## config.mk

```make
export PLATFORM = sky130hd
export DESIGN_NAME = delimited_field_selector_unit
export DESIGN_NICKNAME = d
export VERILOG_FILES = /design/src/rtl/dfs_pkg.sv /design/src/rtl/delimited_field_selector_unit.sv /design/src/rtl/dfs_core.sv /design/src/rtl/dfs_obuf.sv
export SDC_FILE = /design/constraint.sdc
export NUM_CORES = 1
export LEC_CHECK = 0
export BUFFER_PORTS_ARGS = -buffer_cell sky130_fd_sc_hd__buf_2
export CORE_UTILIZATION = 23
export DETAILED_ROUTE_END_ITERATION = 12
export GPL_TIMING_DRIVEN = 0
export PLACE_DENSITY = 0.43
export RECOVER_POWER = 50
export SLEW_MARGIN = 20
export SYNTH_ARGS = -nofsm -noshare
export SYNTH_HDL_FRONTEND = slang
export SYNTH_HIERARCHICAL = 1
export SYNTH_SLANG_ARGS = --single-unit
```

## constraint.sdc

```tcl
create_clock -name clk -period 6.3 [get_ports clk]
set_clock_uncertainty 0.1 [all_clocks]
set_input_delay 0.315 -clock clk [delete_from_list [all_inputs] [get_ports clk]]
set_output_delay 0.315 -clock clk [all_outputs]
set_load 0.01 [all_outputs]
```

## src/rtl/dfs_pkg.sv

```systemverilog
`default_nettype none
package dfs_pkg;

  localparam int RANGE_COUNT_DEF    = 3;
  localparam int FIELD_NUM_BITS_DEF = 16;
  localparam int RANGE_SLOTS        = 3;
  localparam int CFG_INDEX_BITS     = 3;
  localparam int CFG_DATA_BITS      = 16;

  localparam logic [7:0]  NL_BYTE         = 8'd10;
  localparam logic [7:0]  DELIM_RESET     = 8'd9;
  localparam logic [15:0] RANGE_LO_RESET  = 16'd1;
  localparam logic [15:0] RANGE_HI_RESET  = 16'd0;

  localparam logic [CFG_INDEX_BITS-1:0] CFG_DELIM_PRIMARY   = 3'd0;
  localparam logic [CFG_INDEX_BITS-1:0] CFG_DELIM_SECONDARY = 3'd1;
  localparam logic [CFG_INDEX_BITS-1:0] CFG_RANGE0_LO       = 3'd2;
  localparam logic [CFG_INDEX_BITS-1:0] CFG_RANGE0_HI       = 3'd3;
  localparam logic [CFG_INDEX_BITS-1:0] CFG_RANGE1_LO       = 3'd4;
  localparam logic [CFG_INDEX_BITS-1:0] CFG_RANGE1_HI       = 3'd5;
  localparam logic [CFG_INDEX_BITS-1:0] CFG_RANGE2_LO       = 3'd6;
  localparam logic [CFG_INDEX_BITS-1:0] CFG_RANGE2_HI       = 3'd7;

  typedef struct packed {
    logic [7:0]  delim_primary;
    logic [7:0]  delim_secondary;
    logic [RANGE_SLOTS-1:0][15:0] range_lo;
    logic [RANGE_SLOTS-1:0][15:0] range_hi;
  } cfg_t;

  typedef struct packed {
    logic [1:0] count;
    logic [7:0] byte0;
    logic [7:0] byte1;
  } step_res_t;

endpackage
`default_nettype wire

```

## src/rtl/delimited_field_selector_unit.sv

```systemverilog
`default_nettype none
// Field selector over a byte stream.
// Input channel (in_valid/in_ready) carries one text byte per transaction with
// end_of_stream marking the final byte. Output channel (out_valid/out_ready)
// carries the selected bytes, separators and newlines; last_of_run marks the
// final output byte caused by one input byte. An input byte causes zero, one
// or two output transactions.
// An accepted byte is held in the input register, then processed into the
// two-entry result buffer, from which its first result is offered.
// Throughput is one byte per cycle while each byte gives at most one result
// and the receiver takes every result; a byte giving two results offers them
// one at a time through the single output port, and the next byte waits.
// Configuration is written through cfg_we/cfg_index/cfg_wdata; the user must
// write it only while idle, which the block does not enforce.
// Reset clears the line state, empties both stages and restores register
// defaults. When the receiver stalls, the result buffer fills and the input
// register holds, deasserting in_ready.
module delimited_field_selector_unit
  import dfs_pkg::*;
#(
  parameter int RANGE_COUNT    = RANGE_COUNT_DEF,
  parameter int FIELD_NUM_BITS = FIELD_NUM_BITS_DEF
) (
  input  wire logic                      clk,
  input  wire logic                      rst,
  input  wire logic                      in_valid,
  output logic                           in_ready,
  input  wire logic [7:0]                char_in,
  input  wire logic                      end_of_stream,
  output logic                           out_valid,
  input  wire logic                      out_ready,
  output logic [7:0]                     char_out,
  output logic                           last_of_run,
  input  wire logic                      cfg_we,
  input  wire logic [CFG_INDEX_BITS-1:0] cfg_index,
  input  wire logic [CFG_DATA_BITS-1:0]  cfg_wdata
);

  cfg_t       cfg;
  logic       in_valid_q;
  logic [7:0] char_q;
  logic       eos_q;
  logic       can_take;
  logic       advance;
  step_res_t  res;

  assign advance  = in_valid_q && can_take;
  assign in_ready = !in_valid_q || advance;

  always_ff @(posedge clk) begin
    if (rst) begin
      cfg.delim_primary   <= DELIM_RESET;
      cfg.delim_secondary <= DELIM_RESET;
      for (int i = 0; i < RANGE_SLOTS; i++) begin
        cfg.range_lo[i] <= RANGE_LO_RESET;
        cfg.range_hi[i] <= RANGE_HI_RESET;
      end
    end else if (cfg_we) begin
      case (cfg_index)
        CFG_DELIM_PRIMARY:   cfg.delim_primary   <= cfg_wdata[7:0];
        CFG_DELIM_SECONDARY: cfg.delim_secondary <= cfg_wdata[7:0];
        CFG_RANGE0_LO:       cfg.range_lo[0]     <= cfg_wdata;
        CFG_RANGE0_HI:       cfg.range_hi[0]     <= cfg_wdata;
        CFG_RANGE1_LO:       cfg.range_lo[1]     <= cfg_wdata;
        CFG_RANGE1_HI:       cfg.range_hi[1]     <= cfg_wdata;
        CFG_RANGE2_LO:       cfg.range_lo[2]     <= cfg_wdata;
        CFG_RANGE2_HI:       cfg.range_hi[2]     <= cfg_wdata;
        default: ;
      endcase
    end
  end

  always_ff @(posedge clk) begin
    if (rst) begin
      in_valid_q <= 1'b0;
    end else if (in_ready) begin
      in_valid_q <= in_valid;
    end
  end

  always_ff @(posedge clk) begin
    if (in_valid && in_ready) begin
      char_q <= char_in;
      eos_q  <= end_of_stream;
    end
  end

  dfs_core #(
    .RANGE_COUNT    (RANGE_COUNT),
    .FIELD_NUM_BITS (FIELD_NUM_BITS)
  ) u_core (
    .clk     (clk),
    .rst     (rst),
    .advance (advance),
    .char_q  (char_q),
    .eos_q   (eos_q),
    .cfg     (cfg),
    .res     (res)
  );

  dfs_obuf u_obuf (
    .clk         (clk),
    .rst         (rst),
    .load        (advance),
    .res         (res),
    .can_take    (can_take),
    .out_valid   (out_valid),
    .out_ready   (out_ready),
    .char_out    (char_out),
    .last_of_run (last_of_run)
  );

  a_stage_holds: assert property (@(posedge clk) disable iff (rst)
    (in_valid_q && !can_take) |=> (in_valid_q && $stable(char_q) && $stable(eos_q)))
    else $error("input stage lost a byte while the result buffer was full");

  a_pair_shown: assert property (@(posedge clk) disable iff (rst)
    (advance && (res.count == 2'd2)) |=> (out_valid && !last_of_run))
    else $error("first of two results not offered");

  a_single_last: assert property (@(posedge clk) disable iff (rst)
    (advance && (res.count == 2'd1)) |=> (out_valid && last_of_run))
    else $error("single result not marked last");

  a_no_accept_full: assert property (@(posedge clk) disable iff (rst)
    (in_valid_q && !can_take) |-> !in_ready)
    else $error("input accepted while the stage was blocked");

endmodule
`default_nettype wire

```

## src/rtl/dfs_core.sv

```systemverilog
`default_nettype none
module dfs_core
  import dfs_pkg::*;
#(
  parameter int RANGE_COUNT    = RANGE_COUNT_DEF,
  parameter int FIELD_NUM_BITS = FIELD_NUM_BITS_DEF
) (
  input  wire logic       clk,
  input  wire logic       rst,
  input  wire logic       advance,
  input  wire logic [7:0] char_q,
  input  wire logic       eos_q,
  input  wire cfg_t       cfg,
  output step_res_t       res
);

  localparam int CW = (FIELD_NUM_BITS > 16) ? FIELD_NUM_BITS : 16;

  logic                      in_field;
  logic                      in_field_next;
  logic [FIELD_NUM_BITS-1:0] field_number;
  logic [FIELD_NUM_BITS-1:0] field_number_next;
  logic                      field_selected;
  logic                      field_selected_next;
  logic                      line_has_output;
  logic                      line_has_output_next;

  logic                      is_nl;
  logic                      is_delim;
  logic                      start;
  logic [FIELD_NUM_BITS-1:0] fn_inc;
  logic [RANGE_COUNT-1:0]    hit;
  logic                      sel;
  logic                      sep;
  logic                      emit;

  always_comb begin
    is_nl    = (char_q == NL_BYTE);
    is_delim = (char_q == cfg.delim_primary) || (char_q == cfg.delim_secondary);
    start    = !is_nl && !is_delim && !in_field;
    fn_inc   = field_number;
    if (start && (field_number != {FIELD_NUM_BITS{1'b1}})) begin
      fn_inc = field_number + 1'b1;
    end
  end

  for (genvar i = 0; i < RANGE_COUNT; i++) begin : g_range
    assign hit[i] = (CW'(fn_inc) >= CW'(cfg.range_lo[i])) &&
                    (CW'(fn_inc) <= CW'(cfg.range_hi[i]));
  end

  always_comb begin
    sel  = start ? (|hit) : field_selected;
    sep  = start && sel && line_has_output;
    emit = !is_nl && !is_delim && sel;

    res.count = 2'd0;
    res.byte0 = NL_BYTE;
    res.byte1 = NL_BYTE;
    if (is_nl) begin
      res.count = 2'd1;
    end else if (sep) begin
      res.count = 2'd2;
      res.byte0 = cfg.delim_primary;
      res.byte1 = char_q;
    end else if (emit) begin
      res.byte0 = char_q;
      res.count = eos_q ? 2'd2 : 2'd1;
    end else if (eos_q) begin
      res.count = 2'd1;
    end

    in_field_next        = in_field;
    field_number_next    = field_number;
    field_selected_next  = field_selected;
    line_has_output_next = line_has_output;
    if (is_nl || eos_q) begin
      in_field_next        = 1'b0;
      field_number_next    = '0;
      field_selected_next  = 1'b0;
      line_has_output_next = 1'b0;
    end else if (is_delim) begin
      in_field_next = 1'b0;
    end else begin
      in_field_next        = 1'b1;
      field_number_next    = fn_inc;
      field_selected_next  = sel;
      line_has_output_next = line_has_output | emit;
    end
  end

  always_ff @(posedge clk) begin
    if (rst) begin
      in_field        <= 1'b0;
      field_number    <= '0;
      field_selected  <= 1'b0;
      line_has_output <= 1'b0;
    end else if (advance) begin
      in_field        <= in_field_next;
      field_number    <= field_number_next;
      field_selected  <= field_selected_next;
      line_has_output <= line_has_output_next;
    end
  end

endmodule
`default_nettype wire

```

## src/rtl/dfs_obuf.sv

```systemverilog
`default_nettype none
module dfs_obuf
  import dfs_pkg::*;
(
  input  wire logic       clk,
  input  wire logic       rst,
  input  wire logic       load,
  input  wire step_res_t  res,
  output logic            can_take,
  output logic            out_valid,
  input  wire logic       out_ready,
  output logic [7:0]      char_out,
  output logic            last_of_run
);

  logic [1:0] count;
  logic [7:0] byte0;
  logic       last0;
  logic [7:0] byte1;

  logic pop;

  assign pop         = out_valid && out_ready;
  assign can_take    = (count == 2'd0) || ((count == 2'd1) && out_ready);
  assign out_valid   = (count != 2'd0);
  assign char_out    = byte0;
  assign last_of_run = last0;

  always_ff @(posedge clk) begin
    if (rst) begin
      count <= 2'd0;
    end else if (load) begin
      count <= res.count;
    end else if (pop) begin
      count <= count - 2'd1;
    end
  end

  always_ff @(posedge clk) begin
    if (load) begin
      byte0 <= res.byte0;
      last0 <= (res.count == 2'd1);
      byte1 <= res.byte1;
    end else if (pop) begin
      byte0 <= byte1;
      last0 <= 1'b1;
    end
  end

endmodule
`default_nettype wire
```

==> run metrics, run 1 <==
starting density of the core=23.29%; Antenna Nets Post-Route=0; combined global-route utilization of all metal layers=12.96%; final hold slack=0.07082 ns; number of primary I/O pins=44; critical path capture point type=flip-flop; post-route clock period utilization=92.94%; Worst Max-Slew Pin Slew=1.076 ns; detailed-route vias per instance=4.329; power density cells=235.5 mW/mm^2; average cell area after synthesis=9.567 um^2; number of warnings reported in the yosys synthesis log=6; Horiz. Die Dim=205.3 um; Leak Pwr=4.794 nW; first-pass GRT wire length=40.39 mm; post-synth top area share=28.21%; total number of vias=6961; count of nets after finishing=1196; DRC violation total after the first TritonRoute iteration=303; commonest register cell after synthesis=sky130_fd_sc_hd__dfxtp_1; Critical Path AT=5.93 ns; latest clock arrival within the worst-skew pair=0.45 ns; initial antenna violation count=2; Yosys reg bits=160; synth top area cells=sky130_fd_sc_hd__dfxtp_1, sky130_fd_sc_hd__ha_1, sky130_fd_sc_hd__mux2i_1; clock sinks=160; number of port buffers=39; total iterations of the first detailed-routing run=4; sum of buffers and inverters on the critical path=4; normalized max-slew margin=27.73%; clock tree buffer depth=2; DRT Wirelength=26.34 mm; most frequent cells after synthesis=sky130_fd_sc_hd__dfxtp_1, sky130_fd_sc_hd__nand2b_1, sky130_fd_sc_hd__mux2i_1; most numerous cell on the critical path=sky130_fd_sc_hd__nor2_1; hold violation count in the final report=0; crit start category=flip-flop; die span in y=205.3 um; cell with the largest stage delay on the worst path=sky130_fd_sc_hd__edfxtp_1; fraction of layout instances using a drive strength above 1=10.87%; Unique masters post-synth=72; proportion of register bits with asynchronous set or reset after synthesis=0%; TritonCTS clock tree=done; peak clock frequency supported by timing=170.8 MHz; Reg clk slew, reported paths=0.06 ns; Critical Path, Cell by Cell=nor4b_1 > and4b_1 > clkbuf_1 > nor2_2 > nand2_4 > or3_1 > buf_4 > nor2_1 > xor2_4 > ha_1 > nand2_1 > o21ai_1 > a2111oi_0 > a211oi_1 > o32ai_1 > o211ai_1 > buf_4 > nor2_4 > nor2b_1 > ha_1 > nor2_1 > nor2_1 > inv_1 > o21ai_0; share of the yosys chip area belonging to registers=36.42%; RSZ-0062 raised after global routing=false; number of CTS-inserted buffers=17; final routed DRC violation total=0; placed wire-length estimate=19.24 mm; worst min path class=in -> reg; root cell of the clock tree=sky130_fd_sc_hd__clkbuf_16; Max IR drop VDD=0.1913 mV; instance count of the mapped netlist=994; core outline area=0.04083 mm^2; Synth Cell Area=0.009509 mm^2; Required @ worst endpoint=6.37 ns; average detailed-routed wire length per instance=16.38 um; signed area change from the synthesized netlist to the final layout=16.72%; worst-path maximum fanout=9; global placer's final weighted congestion=0.7904; syn_nets=1127; maximum number of pins on one net before global-route repair=17; number of pins with negative max-slew slack in the final report=0; Pwr Total=2.614 mW; H-tree Lvls=4; area enclosed by the die boundary=0.04216 mm^2; number of cell rows=74; Yosys top cell by area=sky130_fd_sc_hd__dfxtp_1; GRT Residual Overflow=0; clock period minus final worst setup slack=5.856 ns; total of endpoints with negative setup slack in the final report=0; critical path class=reg -> reg; count of flip-flops with a built-in enable after synthesis=26; antenna diode instance count=0; cell with the most instances after synthesis=sky130_fd_sc_hd__dfxtp_1; outcome=complete, no violations; family of cells with the greatest summed delay on the critical path=simple AND/OR/NAND/NOR gates; crit-path max cell delay=0.50 ns; Max Cap Viol=0; via count of the first global-routing pass=6900
## metal layers
| metal | GRT usage, % | wire [um] | vias to the layer above |
|---|---|---|---|
| met5 | 0 | 27 | - |
| met4 | 4.683 | 490 | 4 |
| met2 | 21.84 | 12730 | 64 |
| met3 | 2.455 | 624 | 28 |
| met1 | 16.36 | 12460 | 3300 |
| li1 | - | - | 3565 |
## placed cells by master, fill, tap and decap left out, drive strengths merged, types with 8 or more instances in the layout
cell,netlist,final
dlygate4sd3,0,10
clkbuf,19,56
o21ai,24,24
nand2,31,31
nor2b,9,9
ha,100,100
a21o,12,12
a31oi,9,9
buf,30,54
edfxtp,26,26
nand3,28,28
a21oi,51,51
xnor2,9,9
nor2,32,32
nand4,15,15
mux2,9,9
nor3,8,8
inv,100,102
nand2b,130,130
dfxtp,134,134
mux2i,114,114
xor2,23,23
and2,11,11
nor4,10,10
## area by class of cell
type,count,area [um^2]
clock buffer,21,470.5
timing repair buffer,50,287.8
inverter,100,375.4
clock inverter,11,62.56
sequential,160,3463
multi-input combinational,685,5527
tap,532,665.6
fill,4295,29730
buffer,49,247.7
## sequential cells by signal (all words and copies together), names as in the netlist
register,count
u_core/in_field,1
u_core/line_has_output,1
u_core/field_selected,1
u_core/field_number,16
cfg,112
u_obuf/last_of_run,1
u_obuf/byte1,8
u_obuf/char_out,8
char_q,8
in_valid_q,1
u_obuf/count,2
eos_q,1
## logic make-up after synthesis
| kind of cell | synth area share [%] |
|---|---|
| buf+inv | 6.592 |
| compound gates | 8.500 |
| flops | 36.42 |
| mux | 13.26 |
| xor+xnor | 2.947 |
| simple gates | 19.12 |
| fa+ha+maj | 13.16 |
## through the flow
stage | area [um^2] | setup WS (ns) | std cells | utilization [%] | setup TNS (ns)
2_1_floorplan | 9509 | 1.588 | 994 | - | 0
3_3_place_gp | 10370 | -0.2874 | 1565 | 25.40 | -0.5158
4_1_cts | 11040 | 0.01786 | 1607 | 27.04 | 0
3_5_place_dp | 10380 | -0.2239 | 1565 | 25.42 | -0.3934
6_report | 11100 | 0.4445 | 1608 | 27.18 | 0
5_1_grt | 11100 | 0.09820 | 1608 | 27.18 | 0
## where the power goes
group | internal (mW) | switching [mW] | total, mW | leakage [nW]
registers | 1.11 | 0.0340 | 1.15 | 1.32
logic | 0.200 | 0.297 | 0.497 | 3.20
clock network | 0.530 | 0.442 | 0.972 | 0.269
total | 1.84 | 0.773 | 2.61 | 4.79
## worst register-to-register path, cell delays in order (launching register included)
cell and delay, ns:
sky130_fd_sc_hd__edfxtp_1 0.50, sky130_fd_sc_hd__nor4b_1 0.19, sky130_fd_sc_hd__and4b_1 0.23, sky130_fd_sc_hd__clkbuf_1 0.18, sky130_fd_sc_hd__nor2_2 0.17, sky130_fd_sc_hd__nand2_4 0.13, sky130_fd_sc_hd__or3_1 0.37, sky130_fd_sc_hd__buf_4 0.17
sky130_fd_sc_hd__nor2_1 0.34, sky130_fd_sc_hd__xor2_4 0.39, sky130_fd_sc_hd__ha_1 0.33, sky130_fd_sc_hd__nand2_1 0.06, sky130_fd_sc_hd__o21ai_1 0.11, sky130_fd_sc_hd__a2111oi_0 0.44, sky130_fd_sc_hd__a211oi_1 0.17, sky130_fd_sc_hd__o32ai_1 0.42
sky130_fd_sc_hd__o211ai_1 0.16, sky130_fd_sc_hd__buf_4 0.20, sky130_fd_sc_hd__nor2_4 0.22, sky130_fd_sc_hd__nor2b_1 0.09, sky130_fd_sc_hd__ha_1 0.27, sky130_fd_sc_hd__nor2_1 0.10, sky130_fd_sc_hd__nor2_1 0.05, sky130_fd_sc_hd__inv_1 0.08
sky130_fd_sc_hd__o21ai_0 0.11
## timing repair
item | 4_1_cts | 5_1_grt
endpoints found under the setup margin | 2 | 3
hold buffers | 10 | 0
pin swaps | 0 | 1
gates resized for setup | 4 | 8
hold endpoints to repair | 10 | 0
buffers inserted | 0 | 1
## final timing paths
path / to / startpoint / cells after the start / slack, ns
setup / recovery: u_obuf/last_of_run$_SDFFCE_PN1P_ / char_q[3]$_DFFE_PP_ / 24 / 0.44
hold / removal: cfg[99]$_SDFFE_PP1P_ / cfg_wdata[3] / 3 / 0.07
setup reg to reg: u_obuf/last_of_run$_SDFFCE_PN1P_ / char_q[3]$_DFFE_PP_ / 24 / 0.44
hold reg to reg: cfg[71]$_SDFFE_PP0P_ / cfg[71]$_SDFFE_PP0P_ / 2 / 0.37
(Power assumes the default switching activity.)
==> run 2: changes to the inputs <==
--- a/config.mk
+++ b/config.mk
@@ -6,10 +6,11 @@
 export NUM_CORES = 1
 export LEC_CHECK = 0
 export BUFFER_PORTS_ARGS = -buffer_cell sky130_fd_sc_hd__buf_2
-export CORE_UTILIZATION = 23
+export CORE_UTILIZATION = 35
 export DETAILED_ROUTE_END_ITERATION = 12
 export GPL_TIMING_DRIVEN = 0
-export PLACE_DENSITY = 0.43
+export HOLD_SLACK_MARGIN = 0.15
+export PLACE_DENSITY = 0.56
 export RECOVER_POWER = 50
 export SLEW_MARGIN = 20
 export SYNTH_ARGS = -nofsm -noshare
==> run metrics, run 2 (synthesis results as in run 1) <==
global placer's final weighted congestion=0.8176; clock sinks=160; wire length on met1=11.88 mm; fraction of layout instances using a drive strength above 1=10.66%; post-route clock period utilization=95.52%; starting density of the core=36.08%; area enclosed by the die boundary=0.02783 mm^2; commonest cells after routing, fill and taps aside=sky130_fd_sc_hd__dfxtp_1, sky130_fd_sc_hd__nand2b_1, sky130_fd_sc_hd__mux2i_1; pre-CTS setup slack=-0.1208 ns; Post-DP Area=0.01012 mm^2; die span in y=166.8 um; critical path capture point type=flip-flop; uppermost routed layer=met4; initial antenna violation count=0; clock period minus final worst setup slack=6.018 ns; RSZ-0062 raised after global routing=false; signed area change from the synthesized netlist to the final layout=15.03%; number of cell rows=59; Reg clk slew, reported paths=0.08 ns; final cell utilization of the core=41.50%; average detailed-routed wire length per instance=16.69 um; met3 routed WL=750 um; Horiz. Die Dim=166.8 um; Antenna Nets Post-Route=0; number of port buffers=39; number of flip-flops under the largest register name=112; Post-CTS Setup Inserts=0; GRT Residual Overflow=0; root cell of the clock tree=sky130_fd_sc_hd__clkbuf_16; normalized max-slew margin=31.01%; worst-path maximum fanout=9; Final Cell Area=0.01094 mm^2; total iterations of the first detailed-routing run=5; total of endpoints with negative setup slack in the final report=0; detailed-route vias per instance=4.961; outcome=complete, no violations; peak clock frequency supported by timing=166.2 MHz; power density cells=245.6 mW/mm^2; Max IR drop VDD=0.1820 mV; crit-path max cell delay=0.81 ns; final hold slack=0.2561 ns; placed wire-length estimate=17.43 mm; maximum number of pins on one net before global-route repair=20; worst flop-to-flop path startpoint=char_q[3]$_DFFE_PP_; number of primary I/O pins=44; PnR worst setup slack=0.2825 ns; FF-to-FF setup slack=0.28 ns; Critical Path, Cell by Cell=nor4b_1 > and4b_1 > clkbuf_1 > nor2_2 > nand2_4 > nor2_1 > and3_1 > xor2_1 > ha_1 > nand2_1 > nor3_1 > a21oi_1 > o21ai_0 > a211oi_1 > o211ai_1 > nor2_4 > nor2b_1 > ha_1 > nor2_1 > nor2_1 > inv_1 > o21ai_0; commonest non-fill, non-tap cell in the layout=sky130_fd_sc_hd__dfxtp_1; Pwr Total=2.686 mW; CP startpoint=char_q[3]$_DFFE_PP_; total number of vias=7020; DRT Wirelength=23.62 mm; first-pass GRT wire length=37.58 mm; Largest regs=cfg: 112 flops, u_core/field_number: 16 flops; hold path start=cfg_wdata[15]; crit start category=flip-flop; Required @ worst endpoint=6.38 ns; core outline area=0.02635 mm^2; TritonCTS clock tree=done; Finished Layout Cells=1415; number of CTS-inserted buffers=17; H-tree Lvls=4; latest clock arrival within the worst-skew pair=0.44 ns; combined global-route utilization of all metal layers=17.52%; most numerous cell on the critical path=sky130_fd_sc_hd__nor2_1; clock tree buffer depth=2; DP Cell Count=1368; DRC violation total after the first TritonRoute iteration=356; critical path class=reg -> reg; hold violation count in the final report=0; Critical Path AT=6.10 ns; Leak Pwr=4.832 nW; total length of routed met2 wires=10.73 mm; worst min path class=in -> reg; largest register by flop count=cfg; number of pins with negative max-slew slack in the final report=0; count of nets after finishing=1199; Worst Max-Slew Pin Slew=1.031 ns; via count of the first global-routing pass=6809; final routed DRC violation total=0; cell with the largest stage delay on the worst path=sky130_fd_sc_hd__xor2_1; final sum of negative setup slack=0 ns; Max Cap Viol=0
==> run 2: cell types whose count changed in the layout (fill, tap and decap cells not counted), sizes merged <==
| cell | change |
|---|---|
| clkinv | -3 |
| dlygate4sd3 | +4 |
| clkinvlp | -2 |
| diode | +1 |
| clkbuf | -5 |
| inv | +9 |
==> run 2: final cells by class <==
cell class,instances,area [um^2]
buffer,49,247.7
clock inverter,15,171.4
clock buffer,17,425.4
multi-input combinational,685,5513
inverter,100,375.4
fill,2605,15420
sequential,160,3463
timing repair buffer,53,320.3
tap,335,419.2
antenna,1,2.502
==> run 2: worst paths after layout <==
kind	cells after the start	endpoint
min	3	cfg[63]$_SDFFE_PP0P_
max reg2reg	22	u_obuf/last_of_run$_SDFFCE_PN1P_
min reg2reg	2	cfg[81]$_SDFFE_PP0P_
max	22	u_obuf/last_of_run$_SDFFCE_PN1P_
==> run 2: what timing repair did <==
item | in CTS | in global routing
gates resized for setup | 4 | 8
endpoints found under the setup margin | 2 | 2
hold buffers | 14 | 0
endpoints found under the hold margin | 21 | 0
==> run 2: power breakdown <==
part           internal (mW)  leakage [nW]  switching (mW)
clock network          0.539         0.295           0.520
logic                  0.195          3.21           0.288
registers               1.11          1.32          0.0333
total                   1.84          4.83           0.841
==> run 2: layer usage <==
layer  GRT usage [%]  vias up
li1                -     3580
met1           23.85     3327
met2           28.85       98
met3           2.709       15
met4           4.388        0
met5               0        -
==> run 2: critical path: cells and delay by family (launching register included) <==
family                     cells  cell delay (ns)
AOI/OAI and AO/OA              5             1.32
xor gates and xnor gates       1             0.81
adders and majority gates      2             0.66
buffers and inverters          2             0.25
DFF                            1             0.49
and+or+nand+nor               12             2.10
